$ cat src/sv/i2a_pkg.sv
// Shared constants, types and helpers for the integer-to-ASCII converter.
`default_nettype none
package i2a_pkg;

    localparam int VALUE_WIDTH = 32;
    localparam int DIG_DEPTH   = 10;
    localparam int DIG_IDX_W   = $clog2(DIG_DEPTH);

    // floor(v / 10) == (v * RECIP10) >> RECIP_SHIFT for every 32-bit v
    localparam logic [VALUE_WIDTH-1:0] RECIP10     = 32'hCCCC_CCCD;
    localparam int                     RECIP_SHIFT = 35;

    localparam logic [6:0] CH_ZERO  = 7'h30;
    localparam logic [6:0] CH_A     = 7'h61;
    localparam logic [6:0] CH_MINUS = 7'h2D;

    localparam logic [1:0] KIND_SDEC = 2'd0;

    typedef enum logic [1:0] {
        ST_IDLE,
        ST_MUL,
        ST_FIX,
        ST_EMIT
    } i2a_state_t;

    function automatic logic [6:0] digit_ascii(input logic [3:0] d);
        logic [6:0] r;
        if (d < 4'd10)
            r = CH_ZERO + {3'b000, d};
        else
            r = CH_A + {3'b000, d} - 7'd10;
        return r;
    endfunction

endpackage
`default_nettype wire

$ cat src/sv/integer_to_ascii_digits.sv
// Top level: converts a 32-bit number to ASCII decimal or hex text.
//
// Input channel (s_*): one beat carries the number in s_tdata and the mode
// in s_tuser (0 signed decimal, 1 unsigned decimal, 2 or 3 lowercase hex).
// Output channel (m_*): one beat per character, most significant first, with
// a leading '-' for a negative signed value; m_tlast marks the final one.
// Zero gives the single character '0'.
// Flow: digits come out of one shared divide unit. A decimal digit takes a
// reciprocal multiply step, then a remainder fix-up step; a hex digit takes
// only the fix-up step. After that the characters leave at one per cycle
// while m_tready is high. s_tready is high only while no number is in
// flight. A stalled receiver simply holds the current character; nothing is
// lost. Reset drops any number in progress and returns to the ready state.
`default_nettype none
module integer_to_ascii_digits (
    input  wire logic        clk,
    input  wire logic        rst_n,
    input  wire logic        s_tvalid,
    output logic             s_tready,
    input  wire logic [31:0] s_tdata,   // [31:0] number
    input  wire logic [1:0]  s_tuser,   // [1:0] kind
    output logic             m_tvalid,
    input  wire logic        m_tready,
    output logic      [7:0]  m_tdata,   // [6:0] digit_char, [7] zero
    output logic             m_tlast    // last_char
);
    import i2a_pkg::*;

    i2a_state_t state_reg, state_next;

    logic [VALUE_WIDTH-1:0] mag_reg;
    logic                   hex_reg;
    logic                   minus_reg;
    logic [DIG_IDX_W-1:0]   cnt_reg;
    logic [DIG_IDX_W-1:0]   idx_reg;
    logic [3:0]             digits_reg [DIG_DEPTH];

    logic [VALUE_WIDTH-1:0] in_mag;
    logic                   in_neg;
    logic [VALUE_WIDTH-1:0] quot;
    logic [3:0]             digit;
    logic                   unit_load;
    logic                   s_beat;
    logic                   m_beat;

    assign in_neg = (s_tuser == KIND_SDEC) && s_tdata[VALUE_WIDTH-1];
    // two's complement negate; the most negative value maps to 2^31 itself
    assign in_mag = in_neg ? (~s_tdata + 32'd1) : s_tdata;

    assign s_beat = s_tvalid && s_tready;
    assign m_beat = m_tvalid && m_tready;

    i2a_digit_unit u_unit (
        .clk   (clk),
        .load  (unit_load),
        .hex   (hex_reg),
        .mag   (mag_reg),
        .quot  (quot),
        .digit (digit)
    );

    // next state
    always_comb
    begin
        state_next = state_reg;
        unique case (state_reg)
            ST_IDLE:
            begin
                if (s_beat)
                    state_next = s_tuser[1] ? ST_FIX : ST_MUL;
            end
            ST_MUL:
                state_next = ST_FIX;
            ST_FIX:
            begin
                if (quot == '0)
                    state_next = ST_EMIT;
                else
                    state_next = hex_reg ? ST_FIX : ST_MUL;
            end
            ST_EMIT:
            begin
                if (m_beat && !minus_reg && idx_reg == '0)
                    state_next = ST_IDLE;
            end
            default:
                state_next = ST_IDLE;
        endcase
    end

    // outputs
    always_comb
    begin
        s_tready  = 1'b0;
        m_tvalid  = 1'b0;
        unit_load = 1'b0;
        unique case (state_reg)
            ST_IDLE: s_tready  = 1'b1;
            ST_MUL:  unit_load = 1'b1;
            ST_FIX:  ;
            ST_EMIT: m_tvalid  = 1'b1;
            default: ;
        endcase
    end

    assign m_tdata = {1'b0, minus_reg ? CH_MINUS : digit_ascii(digits_reg[idx_reg])};
    assign m_tlast = !minus_reg && (idx_reg == '0);

    always_ff @(posedge clk or negedge rst_n)
    begin
        if (!rst_n)
        begin
            state_reg <= ST_IDLE;
            cnt_reg   <= '0;
            idx_reg   <= '0;
            minus_reg <= 1'b0;
            hex_reg   <= 1'b0;
        end
        else
        begin
            state_reg <= state_next;
            unique case (state_reg)
                ST_IDLE:
                begin
                    if (s_beat)
                    begin
                        hex_reg   <= s_tuser[1];
                        minus_reg <= in_neg;
                        cnt_reg   <= '0;
                    end
                end
                ST_MUL: ;
                ST_FIX:
                begin
                    idx_reg <= cnt_reg;
                    cnt_reg <= cnt_reg + 1'b1;
                end
                ST_EMIT:
                begin
                    if (m_beat)
                    begin
                        if (minus_reg)
                            minus_reg <= 1'b0;
                        else if (idx_reg != '0)
                            idx_reg <= idx_reg - 1'b1;
                    end
                end
                default: ;
            endcase
        end
    end

    // datapath, no reset
    always_ff @(posedge clk)
    begin
        if (state_reg == ST_IDLE && s_beat)
            mag_reg <= in_mag;
        else if (state_reg == ST_FIX)
        begin
            mag_reg             <= quot;
            digits_reg[cnt_reg] <= digit;
        end
    end

endmodule
`default_nettype wire

$ cat src/sv/i2a_digit_unit.sv
// Shared digit unit: one quotient/remainder step by ten or by sixteen.
`default_nettype none
module i2a_digit_unit (
    input  wire logic                           clk,
    input  wire logic                           load,   // capture reciprocal product
    input  wire logic                           hex,
    input  wire logic [i2a_pkg::VALUE_WIDTH-1:0] mag,
    output logic      [i2a_pkg::VALUE_WIDTH-1:0] quot,
    output logic      [3:0]                      digit
);
    import i2a_pkg::*;

    localparam int QW = 2 * VALUE_WIDTH - RECIP_SHIFT;

    logic [2*VALUE_WIDTH-1:0] prod_reg;
    logic [2*VALUE_WIDTH-1:0] prod_next;
    logic [VALUE_WIDTH-1:0]   quot_dec;
    logic [VALUE_WIDTH-1:0]   times10;
    logic [VALUE_WIDTH-1:0]   rem_dec;

    assign prod_next = {{VALUE_WIDTH{1'b0}}, mag} * {{VALUE_WIDTH{1'b0}}, RECIP10};

    always_ff @(posedge clk)
    begin
        if (load)
            prod_reg <= prod_next;
    end

    // mag is held steady between the load cycle and this one
    assign quot_dec = {{(VALUE_WIDTH - QW){1'b0}}, prod_reg[2*VALUE_WIDTH-1:RECIP_SHIFT]};
    assign times10  = (quot_dec << 3) + (quot_dec << 1);
    assign rem_dec  = mag - times10;

    always_comb
    begin
        if (hex)
        begin
            quot  = mag >> 4;
            digit = mag[3:0];
        end
        else
        begin
            quot  = quot_dec;
            digit = rem_dec[3:0];
        end
    end

endmodule
`default_nettype wire
$ cat config.mk
export PLATFORM = sky130hd
export DESIGN_NAME = integer_to_ascii_digits
export DESIGN_NICKNAME = d
export VERILOG_FILES = /design/src/sv/i2a_pkg.sv /design/src/sv/integer_to_ascii_digits.sv /design/src/sv/i2a_digit_unit.sv
export SDC_FILE = /design/constraint.sdc
export NUM_CORES = 1
export LEC_CHECK = 0
export ABC_AREA = 0
export BUFFER_PORTS_ARGS = -buffer_cell sky130_fd_sc_hd__buf_2
export CAP_MARGIN = 20
export CELL_PAD_IN_SITES_DETAIL_PLACEMENT = 0
export CELL_PAD_IN_SITES_GLOBAL_PLACEMENT = 1
export CORE_MARGIN = 10
export CORE_UTILIZATION = 30
export DETAILED_ROUTE_END_ITERATION = 12
export PLACE_DENSITY = 0.55
export SLEW_MARGIN = 20
export SYNTH_ARGS = -nofsm -noshare
export SYNTH_HDL_FRONTEND = slang
export SYNTH_SLANG_ARGS = --single-unit
export TNS_END_PERCENT = 10
$ cat constraint.sdc
create_clock -name clk -period 8.36 [get_ports clk]
set_input_delay 1.672 -clock clk [delete_from_list [all_inputs] [get_ports clk]]
set_output_delay 1.672 -clock clk [all_outputs]
set_load 0.05 [all_outputs]
==> metrics.cfg <==
[routing]
via_per_inst = 4.77
via_count = 15800
route.detailed.drc = 0
dr.pass1.iters = 5
postRouteAntennaNets = 0
wire_per_inst_um = 22.3
drt_iter0_drc = 846
drt_wl_total_um = 73700

[synthesis]
postSynthNetCount = 3026
synth_top_family_by_area = adder cells
async_reset_ff_frac = 0.106
ys_seq_area_frac = 0.147
synthTopCellsByArea = fa_1 34%, ha_1 20%, edfxtp_1 13%, inv_1 9.8%, xor2_1 2.2%
synth_xor_area_frac = 0.0421
syn_area_per_cell_um2 = 10.1
synth.mux.area_fraction = 0.0235
synthAdderAreaFrac = 0.538
ys_types = 66
yosys.area.top_type_share = 0.340
synth-compound-area-share = 0.0766
syn_area_um2 = 22700
yosys.area.top_type = fa_1
synthSimpleGateAreaFrac = 0.0671
ys.flop_type = edfxtp_1
ys_warn_count = 0
synth_edf_count = 101
ys_ff_latch = 113
postSynthCellCount = 2243

[global_route]
grt_max_degree = 51
grtUsageTotal = 0.173
grt_pass1_wl_um = 111000
grt-ovfl-total = 0
grt_pass1_vias = 17400
antenna_found_initial = 2

[cts]
clock_latency_ns = 0.44
tritoncts = yes
cts_sinks = 113
clockBufferDepth = 2
clkTransAtPathRegs_ns = 0.07
root_buffer = clkbuf_16
cts_made_buffers = 17
htreeDepth = 4

[job]
cap_viol_max_count = 0

[place]
dpl.hpwl_um = 65800
place_congestion = 0.948
numPortBuffers = 46

[floorplan]
rows = 100
ios = 49
coreArea_um2 = 74700
die_h_um = 295
die-area_um2 = 87100
initial_core_util = 0.304
die-width_um = 295

[sta]
hold_viol_final = 0
rsz0062_at_grt = yes
tightest_slew_ns = 0.939
period_minus_slack_ns = 8.14
fin_skew_ns = 0.0170
setup_viol = 0
finalSetupTns_ns = 0
drv_slew = 0
fmax_mhz = 123
maxSlewHeadroom = 0.370
post-route-period-util = 0.973

[finish]
layout_common_cells = 595 x inv_1, 386 x fa_1, 352 x ha_1
final_common_cell = inv_1
nFillCells = 7660
largest_register_ffs = 40
nets = 3108
final_util = 0.336
drive_gt1_frac = 0.0723
regArea_um2 = 3330
synthToLayoutAreaGrowth_pct = 10.4
multiInputGateArea_um2 = 17000

[hold_path]
holdCritPathClass = register to register

[setup_path]
worst-endpoint-arrival_ns = 8.33
crit_path_cell_trace = ha_1, inv_1, fa_1, inv_1, fa_1, inv_1, fa_1, inv_1, fa_1, fa_1, fa_1, fa_1, ha_1, a21o_1, a21o_1, a21oi_1, nor3_1, or4_1, o21ai_1, a31oi_1, a221oi_1, xnor2_1
cp_common_cell = fa_1
cp_top_family = adder cells
slowest_delay_ns = 0.77
cp.required_ns = 8.55
cp_max_fo = 7
critPathCaptureType = register
worst-path-buf-inv = 4
cp-start-kind = register
criticalPathCategory = register to register
crit_slowest_cell = o21ai_1

[run_status]
status = finished, final reports clean

cell type report:
cell class,instances,share of cell area
tap,969,0.0484
inverter,595,0.0891
antenna,2,0.000200
clock buffer,17,0.0170
timing repair buffer,103,0.0263
multi-input combinational,1495,0.679
sequential,113,0.133
clock inverter,15,0.00739
cell usage after synthesis, types with 14 or more instances:
master    number
o21ai_0       75
ha_1         359
inv_1        595
nor2_1        67
nand2_1      104
nand3_1       18
and2_1        18
and3_1        14
a21o_1        46
xnor2_1       51
clkbuf_1      30
edfxtp_1     101
fa_1         386
nor3_1        19
mux2i_1       33
xor2_1        58
a21oi_1       91
timing repair:
item,in CTS,in global routing
setup buffers,0,9
setup endpoints to repair,0,8
gates resized for setup,0,10
hold buffers,0,0
routing by layer:
metal | vias up | track usage | routed length [um]
li1 | 7325 | - | -
met2 | 327 | 0.297 | 36000
met3 | 65 | 0.0314 | 3290
met1 | 8080 | 0.222 | 32400
met5 | - | 0 | 0
met4 | 0 | 0.0459 | 2040
cell families after synthesis:
group / after synthesis
multiplexers: 43
AND/OR/NAND/NOR: 310
adder cells (fa/ha/maj): 745
other: 2
XOR/XNOR: 109
flip-flops: 113
AO/OA/AOI/OAI: 286
buffers and inverters: 635
through the flow:
step / std cells / area (um2) / hold WS [ns] / setup slack [ns]
floorplan: 2243 / 22700 / 0.533 / 1.48
global placement: 3266 / 24300 / 0.581 / 0.102
detailed placement: 3266 / 24300 / 0.598 / 0.0966
CTS: 3298 / 25000 / 0.611 / 0.0267
global route: 3307 / 25100 / 0.628 / 0.00461
finish: 3309 / 25100 / 0.612 / 0.223
path summary, 6_finish.rpt:
kind	depth (start not counted)	to	slack, ns	start
min	1	cnt_reg[2]	0.61	cnt_reg[2]
min reg2reg	1	cnt_reg[2]	0.61	cnt_reg[2]
max in group asynchronous	1	hex_reg	7.00	rst_n
max reg2reg	22	u_unit.prod_reg[62]	0.22	mag_reg[11]
min in group asynchronous	1	idx_reg[2]	1.12	rst_n
max	22	u_unit.prod_reg[62]	0.22	mag_reg[11]
Power is not shown: default switching activity piles up to over one toggle a cycle in this logic, so the estimate is an artifact.
